--- config.mk ---
export PLATFORM = sky130hd
export DESIGN_NAME = dmc_rem_unit
export DESIGN_NICKNAME = d
export VERILOG_FILES = /design/src/rtl/dmc_pkg.sv /design/src/rtl/dmc_rem_unit.sv
export SDC_FILE = /design/constraint.sdc
export NUM_CORES = 1
export LEC_CHECK = 0
export BUFFER_PORTS_ARGS = -buffer_cell sky130_fd_sc_hd__clkbuf_2
export CAP_MARGIN = 10
export CORE_ASPECT_RATIO = 1.25
export CORE_MARGIN = 4
export CORE_UTILIZATION = 55
export DETAILED_ROUTE_END_ITERATION = 10
export PLACE_DENSITY_LB_ADDON = 0.3
export SYNTH_ARGS = -nofsm -noshare
export SYNTH_HDL_FRONTEND = slang
export SYNTH_SLANG_ARGS = --single-unit
--- constraint.sdc ---
create_clock -name clock -period 4.9 [get_ports clock]
set_clock_uncertainty 0.15 [all_clocks]
set_input_delay 0.49 -clock clock [delete_from_list [all_inputs] [get_ports clock]]
set_output_delay 0.49 -clock clock [all_outputs]
set_load 0.01 [all_outputs]
--- src/rtl/dmc_pkg.sv ---
`default_nettype none
// ----------------------------------------------------------------------------
// dmc_pkg: shared types and constants for the depth-first maze carver
// Request/response payloads, register indexes, direction and wall codes.
// ----------------------------------------------------------------------------
package dmc_pkg;

   localparam int CFG_W           = 7;
   localparam int RND_W           = 16;
   localparam int COORD_W         = 6;
   localparam int CNT_W           = 3;
   localparam int IDX_W           = 2;
   localparam int DIGITS_PER_STEP = 4;
   localparam int REM_STEPS       = RND_W / DIGITS_PER_STEP;
   localparam int REM_CNT_W       = $clog2(REM_STEPS);

   localparam logic REQ_START = 1'b0;
   localparam logic REQ_CARVE = 1'b1;

   localparam logic WALL_LEFT   = 1'b0;
   localparam logic WALL_BOTTOM = 1'b1;

   localparam logic CSR_MAZE_ROWS = 1'b0;
   localparam logic CSR_MAZE_COLS = 1'b1;

   localparam logic [1:0] DIR_DOWN  = 2'd0;
   localparam logic [1:0] DIR_RIGHT = 2'd1;
   localparam logic [1:0] DIR_UP    = 2'd2;
   localparam logic [1:0] DIR_LEFT  = 2'd3;

   typedef struct packed {
      logic             req_type;
      logic [RND_W-1:0] random_word;
   } dmc_req_type;

   typedef struct packed {
      logic [COORD_W-1:0] wall_row;
      logic [COORD_W-1:0] wall_col;
      logic               wall_kind;
      logic               wall_valid;
      logic               maze_done;
   } dmc_rsp_type;

   typedef struct packed {
      logic busy;
      logic done;
   } dmc_rem_status_type;

endpackage
`default_nettype wire

--- src/rtl/dmc_rem_unit.sv ---
`default_nettype none
// ----------------------------------------------------------------------------
// dmc_rem_unit: iterative remainder of the random word by a small count
// Restoring shift-subtract, DIGITS_PER_STEP dividend bits per cycle.
// ----------------------------------------------------------------------------
module dmc_rem_unit
   import dmc_pkg::*;
(
   input  logic                     clock,
   input  logic                     reset,
   input  logic                     start,
   input  logic [RND_W-1:0]         dividend,
   input  logic [CNT_W-1:0]         divisor,
   output dmc_rem_status_type       status,
   output logic [IDX_W-1:0]         remainder
);

   logic                 busy_ff, busy_in;
   logic                 done_ff, done_in;
   logic [REM_CNT_W-1:0] cnt_ff, cnt_in;
   logic [RND_W-1:0]     shift_ff, shift_in;
   logic [CNT_W-1:0]     rem_ff, rem_in;
   logic [CNT_W-1:0]     div_ff, div_in;

   always_comb begin
      logic [CNT_W-1:0] acc;
      busy_in  = busy_ff;
      done_in  = 1'b0;
      cnt_in   = cnt_ff;
      shift_in = shift_ff;
      rem_in   = rem_ff;
      div_in   = div_ff;
      acc      = rem_ff;
      if (start) begin
         busy_in  = 1'b1;
         cnt_in   = '0;
         shift_in = dividend;
         rem_in   = '0;
         div_in   = divisor;
      end else if (busy_ff) begin
         for (int i = 0; i < DIGITS_PER_STEP; i++) begin
            acc = {acc[IDX_W-1:0], shift_ff[RND_W-1-i]};
            if (acc >= div_ff) begin
               acc = acc - div_ff;
            end
         end
         rem_in   = acc;
         shift_in = shift_ff << DIGITS_PER_STEP;
         cnt_in   = cnt_ff + REM_CNT_W'(1);
         if (cnt_ff == REM_CNT_W'(REM_STEPS - 1)) begin
            busy_in = 1'b0;
            done_in = 1'b1;
         end
      end
   end

   always_ff @(posedge clock) begin
      if (reset) begin
         busy_ff <= 1'b0;
         done_ff <= 1'b0;
      end else begin
         busy_ff <= busy_in;
         done_ff <= done_in;
      end
   end

   always_ff @(posedge clock) begin
      cnt_ff   <= cnt_in;
      shift_ff <= shift_in;
      rem_ff   <= rem_in;
      div_ff   <= div_in;
   end

   assign status.busy = busy_ff;
   assign status.done = done_ff;
   assign remainder   = rem_ff[IDX_W-1:0];

endmodule
`default_nettype wire

## Word-level counts from Yosys, hierarchy flattened

Cells that the tools add are included.

| storage, ports and cells | value |
|---|---|
| output and inout bits | 4 |
| flip-flop bits (word level) | 25 |
| input port bits | 22 |
| word-level logic and storage cells | 35 |
| ROM bits | 0 |
| bits in writable memories | 0 |
| latch bits | 0 |
| memories kept | 0 |

| cells by class | value |
|---|---|
| mux-type cells | 16 |
| eq/ne operators | 1 |
| add/sub/neg operators | 5 |
| reductions and logical operators | 2 |
| magnitude comparators | 4 |
| shift operators | 0 |
| bitwise operators | 1 |
| div/mod/pow operators | 0 |
| $mul | 0 |

Operators by type and width:

| cell | count |
|---|---|
| 16-bit 2-to-1 mux | 2 |
| 2-bit 2-to-1 mux | 10 |
| 3-bit greater-or-equal comparator | 4 |
| 2-bit subtractor | 4 |
| 1-bit 2-to-1 mux | 4 |
| 3-bit OR reduction | 1 |
| 2-bit by 1-bit adder with 2-bit output, second input constant | 1 |
| 2-bit == test, second input constant | 1 |
| 2-bit nonzero test | 1 |
| 1-bit NOT | 1 |

## Depth between registers and ports, before layout

Gate-level depths: netlist of the first run.

| logic depth | value |
|---|---|
| word-level depth | 14 |
| gate-level depth with buffers | 20 |
| depth with buffers taken out | 20 |

## Worst setup path after synthesis of the first run

OpenSTA, ideal clock, no wires.

| timing path | value |
|---|---|
| path type | reg2reg |
| start point | reg div_ff[1] |
| end point | reg rem_ff[0] |
| cell stages (with the launch flop) | 19 |
| buffers on the path | 0 |
| arrival time | 3.625 ns |
| path slack | 1.009 ns |
| period minus slack after synthesis | 3.891 ns |
| cells stage by stage | edfxtp_1 -> inv_1 -> ha_1 -> o21a_1 -> o21ai_0 -> o21a_1 -> ha_1 -> nor2b_1 -> o21ai_0 -> a22oi_1 -> ha_1 -> a21oi_2 -> o21bai_1 -> mux2_2 -> ha_1 -> a21o_1 -> a31oi_1 -> a22oi_1 -> a31o_2 |

| between the ends | value |
|---|---|
| word-level cells in the longest chain between the ends | 14 |
| elaborated cells on any way between the ends | 17 |

Ends and longest elaborated chain:

| element | line | text |
|---|---|---|
| start, declared | dmc_rem_unit.sv:23 | `logic [CNT_W-1:0] div_ff, div_in;` |
| start signal, assigned | dmc_rem_unit.sv:71 | `div_ff <= div_in;` |
| 3-bit greater-or-equal comparator or 2-bit subtractor (tied branches) | dmc_rem_unit.sv:43, dmc_rem_unit.sv:44 |  |
| 2-bit 2-to-1 mux | dmc_rem_unit.sv:43 | `if (acc >= div_ff) begin` |
| 2-bit 2-to-1 mux | dmc_rem_unit.sv:40 | `end else if (busy_ff) begin` |
| 2-bit 2-to-1 mux | dmc_rem_unit.sv:34 | `if (start) begin` |
| 3-bit greater-or-equal comparator or 2-bit subtractor (tied branches) | dmc_rem_unit.sv:43, dmc_rem_unit.sv:44 |  |
| 2-bit 2-to-1 mux | dmc_rem_unit.sv:43 |  |
| 2-bit 2-to-1 mux | dmc_rem_unit.sv:40 |  |
| 2-bit 2-to-1 mux | dmc_rem_unit.sv:34 |  |
| 3-bit greater-or-equal comparator or 2-bit subtractor (tied branches) | dmc_rem_unit.sv:43, dmc_rem_unit.sv:44 |  |
| 2-bit 2-to-1 mux | dmc_rem_unit.sv:43 |  |
| 2-bit 2-to-1 mux | dmc_rem_unit.sv:40 |  |
| 2-bit 2-to-1 mux | dmc_rem_unit.sv:34 |  |
| 3-bit greater-or-equal comparator (*) | dmc_rem_unit.sv:43 |  |
| 2-bit 2-to-1 mux (*) | dmc_rem_unit.sv:43 |  |
| end signal, assigned | dmc_rem_unit.sv:70 | `rem_ff <= rem_in;` |
| end, declared | dmc_rem_unit.sv:22 | `logic [CNT_W-1:0] rem_ff, rem_in;` |

Every way passes the cells marked *; elsewhere a longest branch is shown, timed or not. The select of a mux whose other input is x is not followed.
A chain may end at the register's enable or synchronous reset.

## Worst setup path in the final report of the first run

| timing path | value |
|---|---|
| start point | reg div_ff[2] |
| end point | reg rem_ff[0] |

| between the ends | value |
|---|---|
| word-level cells in the longest chain between the ends | 14 |
| elaborated cells on any way between the ends | 16 |

Ends and longest elaborated chain:

| element | line |
|---|---|
| 3-bit greater-or-equal comparator | dmc_rem_unit.sv:43 |
| 2-bit 2-to-1 mux | dmc_rem_unit.sv:43 |
| 2-bit 2-to-1 mux | dmc_rem_unit.sv:40 |
| 2-bit 2-to-1 mux | dmc_rem_unit.sv:34 |
| 3-bit greater-or-equal comparator or 2-bit subtractor (tied branches) | dmc_rem_unit.sv:43, dmc_rem_unit.sv:44 |
| 2-bit 2-to-1 mux | dmc_rem_unit.sv:43 |
| 2-bit 2-to-1 mux | dmc_rem_unit.sv:40 |
| 2-bit 2-to-1 mux | dmc_rem_unit.sv:34 |
| 3-bit greater-or-equal comparator or 2-bit subtractor (tied branches) | dmc_rem_unit.sv:43, dmc_rem_unit.sv:44 |
| 2-bit 2-to-1 mux | dmc_rem_unit.sv:43 |
| 2-bit 2-to-1 mux | dmc_rem_unit.sv:40 |
| 2-bit 2-to-1 mux | dmc_rem_unit.sv:34 |
| 3-bit greater-or-equal comparator (*) | dmc_rem_unit.sv:43 |
| 2-bit 2-to-1 mux (*) | dmc_rem_unit.sv:43 |

Marked as above.

==> metrics.md, run 1 <==
| Metric | Value |
|---|---|
| Switching power of the nets | 0.263 mW |
| CP endpoint kind | flip-flop |
| WP buf/inv | 1 |
| Post-synthesis sequential area ratio | 47.3% |
| Power density over the cells | 445 mW/mm² |
| FF+latch count, synth | 25 |
| Leading cell type in the layout, fill and taps excluded | clkbuf_2 |
| Area Overhead vs Synth | 11.2% |
| Routability cong. | 0.816 |
| Final Setup Violations | 0 |
| GRT overflow | 0 |
| Tcrit/Tclk final | 92.0% |
| Type of origin of the critical path | flip-flop |
| Async set-reset flop share out of synthesis | 0% |
| Hold Path Cell Cnt | 2 |
| DRT Wirelength | 2630 µm |
| Crit-path max FO | 4 |
| Met3 Usage GRT | 1.36% |
| Switching share of power | 36.4% |
| Met2 Use GR | 33.3% |
| Sequential Power Share | 37.2% |
| Slew HR | 64.1% |
| Cell mode on critical path | ha_1 |
| DR pass1 iterations | 4 |
| Pin count of the biggest net entering global routing | 27 |
| Drt initial violations | 19 |
| CP Launch Point | div_ff[2]$_DFFE_PP_ |
| Initial antenna violation count | 0 |
| Prevailing post-synth register cell | edfxtp_1 |
| Crit path max-delay family | compound AO/OA/AOI/OAI gates |
| ANT cells | 0 |
| Worst Tran Pin Value | 0.538 ns |
| Post-Synthesis Cell Area | 0.00146 mm² |
| Status | complete, no violations |
| Remaining antenna violation count | 0 |
| Via/cell ratio | 5.62 |
| Max Cap Viol | 0 |
| Leak Pwr | 0.705 nW |
| Critical path, cell by cell | inv_1, ha_1, nor2_1, a211oi_1, o21a_1, ha_1, nor2b_1, o21ai_0, a22oi_1, ha_1, a21oi_2, o21bai_1, mux2_2, ha_1, a21o_1, a31oi_1, a22oi_1, a31o_2 |
| Total CTS buffers | 3 |
| Hold WC Path Type | in2reg |
| Clock Sinks | 25 |
| Post-CTS setup buffers | 0 |
| Synth warnings | 0 |
| TNS Setup | 0 ns |
| Mean Syn Cell Area | 11.6 µm² |
| Hpwl dp | 2040 µm |
| Most frequent cells in the layout | 25 x clkbuf_2, 19 x edfxtp_1, 14 x mux2_2 |
| Layout cells sized above 1 | 30.7% |
| Met1 usage | 18.6% |
| Final Instance Area | 0.00162 mm² |
| Worst Path Arrival | 4.57 ns |
| VDD IR max | 0.276 mV |
| Final hold vios | 0 |
| Cts repair resizes | 0 |
| Worst endpoint required time | 4.96 ns |
| Top post-synthesis cells by area | edfxtp_1 39%, ha_1 11%, mux2_2 11% |
| Die Y | 65.6 µm |
| Die width | 54.1 µm |
| IO Pins | 26 |
| Slowest-stage cell, CP | edfxtp_1 |
| Number of synthesized flops with an enable pin | 19 |
| Post-synthesis cell count | 126 |
| Post-synth top area cell | edfxtp_1 |
| DR DRC count | 0 |
| Syn nets | 161 |
| Post-DP Area | 0.00160 mm² |
| Buffers on Ports | 25 |
| HP Start | reset |
| Top cell type's share of synthesized area | 39.1% |
| Critical path class | reg2reg |
| Clk pwr share | 12.0% |
| Internal Pwr Total | 0.460 mW |
| Worst path depth | 18 |
| Critical Path Max Stage Delay | 0.38 ns |
| Hold_buf cts | 0 |
| Core area | 0.00248 mm² |
| Post-synth cell types | 38 |
| Global-route wire length before repair | 4570 µm |
| Fmax | 222 MHz |
| Final slew viol count | 0 |
| Post-layout nets | 186 |
| Row Count | 20 |
| Vias in the first global route | 1129 |
| Post-DR wirelength/cell | 14.4 µm |
| Comb power frac | 50.8% |
| Total Power | 0.723 mW |
| Max clock buf depth | 2 |
| Worst r2r src | div_ff[2]$_DFFE_PP_ |
| Vias after detailed routing | 1028 |
| Worst reg-to-reg path cell count | 18 |
| Top Usage Layer GRT | met2 |
| Crit path time final | 4.51 ns |
| Depth of the CTS H-tree | 1 |
| Die ar. | 0.00355 mm² |
| RSZ-0062 raised after global routing | no |
| Worst skew pair latency | 0.30 ns |
| Initial Util | 58.9% |
| CTS Root Cell | clkbuf_4 |
| Worst-path clk slew | 0.12 ns |
| TritonCTS clock tree | built |
| Gr usage total | 17.4% |
-- flip-flops by register name (all words and copies together), names as in the netlist --
name / count
busy_ff: 1
cnt_ff: 2
div_ff: 3
done_ff: 1
rem_ff: 2
shift_ff: 16
-- path summary, 6_finish.rpt --
path                       endpoint  slack, ns
max          rem_ff[0]$_SDFFE_PP0P_       0.39
min              busy_ff$_SDFF_PP0_       0.19
max reg2reg  rem_ff[0]$_SDFFE_PP0P_       0.39
min reg2reg  cnt_ff[1]$_SDFFE_PP0P_       0.38
-- cell usage after synthesis (all sizes together) (2+ instances only) --
cell and count:
edfxtp 19, mux2 14, ha 13, nor2 12
inv 9, dfxtp 6, o21ai 5, and2 4
buf 4, nand2b 4, a21oi 3, a211oi 2
a22oi 2, nor2b 2, nor3b 2, o21a 2
o22ai 2, o31ai 2, or2 2, xnor2 2
-- power groups by stage --
stage               Combinational, mW  Clock (mW)  Sequential (mW)
floorplan                       0.284           0            0.271
global placement                0.331           0            0.272
detailed placement              0.365           0            0.274
CTS                             0.366      0.0900            0.269
global route                    0.408       0.101            0.272
finish                          0.368      0.0869            0.269
-- metrics by stage --
stage / hold slack (ns) / util [%] / worst slack, ns / std cells
3_3_place_gp: 0.331 / 64.5 / 0.738 / 179
6_report: 0.189 / 65.6 / 0.392 / 183
5_1_grt: 0.174 / 65.6 / 0.114 / 183
4_1_cts: 0.180 / 65.6 / 0.435 / 183
2_1_floorplan: 0.315 / - / 1.01 / 126
3_5_place_dp: 0.355 / 64.5 / 0.463 / 179
-- layout make-up --
class	count	area, µm²
fill	191	853
clock buffer	4	26.3
multi-input combinational	87	707
tap	33	41.3
timing repair buffer	25	125
inverter	9	33.8
sequential	25	691
-- cell families (layout without fill, tap and decap cells) --
family          count (synthesis)  after routing  share of synthesized area (%)
compound gates                 26             26                           12.9
mux                            15             15                           11.5
buf+inv                        14             38                           4.28
fa+ha+maj                      13             13                           11.1
flops                          25             25                           47.3
xor+xnor                        3              3                           1.80
simple gates                   30             30                           11.1
-- routing by layer --
metal | part of all wire (%) | wire length (µm)
met1 | 41 | 1070
met2 | 56 | 1470
met3 | 2.4 | 64
met4 | 0.95 | 25
met5 | 0 | 0
No activity file was read; power rests on OpenSTA's default activity.
==> run 2, diff against run 1 <==
clock period = 4.25 ns   (was 4.9 ns; I/O delays follow)
==> run 2 against run 1 <==
  * Global-route usage rose by 0.73 points
  * Routed wire length increased by 12%
  * Cell count increased by 3.8%
  * Clock power grew 19%
  * Critical path depth is the same
  * Fmax is 9.8% higher
  * Core utilization up 7.6 points
  * Sequential power rose by 16%
  * Clock-buffer cell count shrank 1
  * Total power grew 42%
  * Hold slack worse by 0.066 ns
==> metrics.md, run 2 (synthesis results as in run 1) <==
| Metric | Value |
|---|---|
| Worst r2r src | div_ff[1]$_DFFE_PP_ |
| Global-route wire length before repair | 4770 µm (+4.2%) |
| Core area | 0.00248 mm² (unchanged) |
| Largest Register | shift_ff |
| Initial Util | 58.9% (unchanged) |
| Remaining antenna violation count | 0 (unchanged) |
| Worst skew pair latency | 0.31 ns (about the same) |
| Initial antenna violation count | 0 (unchanged) |
| Clock Sinks | 25 (unchanged) |
| Drt initial violations | 14 (-5) |
| Slew HR | 64.8% (+0.70 points) |
| Most frequent cells in the layout | 25 x clkbuf_2, 19 x edfxtp_1, 14 x mux2_2 |
| CP endpoint kind | flip-flop |
| Max clock buf depth | 2 (unchanged) |
| Crit path max-delay family | compound AO/OA/AOI/OAI gates |
| Fmax | 244 MHz (+9.8%) |
| RSZ-0062 raised after global routing | yes |
| HP Start | reset |
| Post-layout nets | 193 (+3.8%) |
| Reg2reg end | rem_ff[0]$_SDFFE_PP0P_ |
| Final Setup Violations | 0 (unchanged) |
| Gr usage total | 18.1% (+0.73 points) |
| Total Power | 1.03 mW (+42%) |
| GRT overflow | 0 (unchanged) |
| Vias after detailed routing | 1071 (+4.2%) |
| Die ar. | 0.00355 mm² (unchanged) |
| Pin count of the biggest net entering global routing | 27 (unchanged) |
| Vias in the first global route | 1139 (+0.89%) |
| CTS Root Cell | clkbuf_4 |
| WP buf/inv | 1 (unchanged) |
| VDD IR max | 0.320 mV (+16%) |
| Core Util, Final | 73.1% (+7.6 points) |
| Cell mode on critical path | ha_4 |
| IO Pins | 26 (unchanged) |
| Max Cap Viol | 0 (unchanged) |
| Hold endpoint | busy_ff$_SDFF_PP0_ |
| Slowest-stage cell, CP | edfxtp_1 |
| Worst reg-to-reg path cell count | 18 (unchanged) |
| Critical Path Max Stage Delay | 0.43 ns (+0.05 ns) |
| Post-DR wirelength/cell | 15.5 µm (+7.6%) |
| DR DRC count | 0 (unchanged) |
| Die width | 54.1 µm (unchanged) |
| Worst Tran Pin Value | 0.528 ns (-0.0105 ns) |
| Power density over the cells | 567 mW/mm² (+27%) |
| ANT cells | 0 (unchanged) |
| Crit-path max FO | 4 (unchanged) |
| Total CTS buffers | 3 (unchanged) |
| Leak Pwr | 0.747 nW (+5.9%) |
| Routability cong. | 0.809 (-0.83%) |
| FF-to-FF setup slack | 0.15 ns (-0.25 ns) |
| Worst endpoint required time | 4.32 ns (-0.64 ns) |
| Largest registers | shift_ff x16, div_ff x3 |
| Type of origin of the critical path | flip-flop |
| Critical path class | reg2reg |
| Buffers on Ports | 25 (unchanged) |
| Status | complete, no violations |
| Hold Path Cell Cnt | 2 (unchanged) |
| DRT Wirelength | 2940 µm (+12%) |
| Worst-path clk slew | 0.13 ns (about the same) |
| DR pass1 iterations | 4 (unchanged) |
| Row Count | 20 (unchanged) |
| Hold_buf cts | 0 (unchanged) |
| Final hold vios | 0 (unchanged) |
| Hold WC Path Type | in2reg |
| Die Y | 65.6 µm (unchanged) |
| Tcrit/Tclk final | 96.6% (+4.6 points) |
| Depth of the CTS H-tree | 1 (unchanged) |
| Area Overhead vs Synth | 24.1% |
| Via/cell ratio | 5.64 (+0.34%) |
| Layout cells sized above 1 | 46.5% (+16 points) |
| Crit path time final | 4.10 ns (-0.404 ns) |
| Critical path, cell by cell | inv_2, ha_2, o21a_1, o21ai_1, o21a_1, ha_4, nor2b_2, o21ai_2, a22oi_2, ha_4, a21oi_4, o21bai_1, mux2_2, ha_4, a21o_1, a31oi_2, a22oi_1, a31o_2 |
| Final slew viol count | 0 (unchanged) |
| TritonCTS clock tree | built |
| Hpwl dp | 2090 µm (+2.5%) |
| Worst Path Arrival | 4.17 ns (-0.40 ns) |
| Leading cell type in the layout, fill and taps excluded | clkbuf_2 |
| Largest register FFs | 16 (unchanged) |
-- run 2: changes by cell type in the layout (fill, tap and decap cells not counted), sizes merged --
cell	previous run	this run
clkbuf	29	28
clkinv	0	1
buf	0	7
-- run 2: power breakdown --
| part | switching, mW | internal (mW) |
|---|---|---|
| combinational | 0.290 | 0.323 |
| clock | 0.0676 | 0.0351 |
| sequential | 0.0192 | 0.294 |
-- run 2: how the worst max path moves through the flow --
stage	from	end	slack, ns	cells past startpoint
final	div_ff[1]$_DFFE_PP_	rem_ff[0]$_SDFFE_PP0P_	0.15	18
after global routing	div_ff[1]$_DFFE_PP_	rem_ff[0]$_SDFFE_PP0P_	-0.05	18
after CTS	div_ff[1]$_DFFE_PP_	rem_ff[0]$_SDFFE_PP0P_	0.03	18
after detailed placement	div_ff[2]$_DFFE_PP_	rem_ff[1]$_SDFFE_PP0P_	-0.006	18
after global placement	div_ff[1]$_DFFE_PP_	rem_ff[0]$_SDFFE_PP0P_	0.20	18
after floorplan	div_ff[1]$_DFFE_PP_	rem_ff[0]$_SDFFE_PP0P_	0.36	18
-- run 2: worst register-to-register path: stages, from the launching register on --
cell,delay [ns]
edfxtp_1,0.43
inv_2,0.08
ha_2,0.28
o21a_1,0.19
o21ai_1,0.11
o21a_1,0.21
ha_4,0.24
nor2b_2,0.17
o21ai_2,0.15
a22oi_2,0.10
ha_4,0.30
a21oi_4,0.06
o21bai_1,0.18
mux2_2,0.38
ha_4,0.24
a21o_1,0.19
a31oi_2,0.18
a22oi_1,0.12
a31o_2,0.25
-- run 2: cell type report --
class	count	area (µm²)
Tap cell	33	41.3
Multi-Input combinational cell	87	841
Clock inverter	1	5.00
Sequential cell	25	691
Timing Repair Buffer	32	178
Clock buffer	3	22.5
Fill cell	172	666
Inverter	9	33.8
-- run 2: what timing repair did --
action	CTS	global route
setup buffers	1	3
resized for setup	7	19
setup endpoints to repair	2	2
pin swaps	2	8
endpoints found under the hold margin	0	0
-- run 2: metrics by stage --
stage / setup slack [ns] / setup TNS (ns) / cell area, µm² / hold WS [ns] / cells
after floorplan: 0.359 / 0 / 1460 / 0.315 / 126
after global placement: 0.203 / 0 / 1620 / 0.331 / 182
after detailed placement: -0.00610 / -0.00830 / 1620 / 0.352 / 182
after CTS: 0.0278 / 0 / 1690 / 0.118 / 187
after global routing: -0.0520 / -0.0970 / 1810 / 0.102 / 190
final: 0.146 / 0 / 1810 / 0.123 / 190
-- run 2: metal layers --
layer,up-vias,wire [µm],track usage (%)
met5,-,0,0
met4,0,57,8.10
met3,6,84,2.27
met2,19,1640,32.0
met1,520,1160,21.1
li1,526,-,-
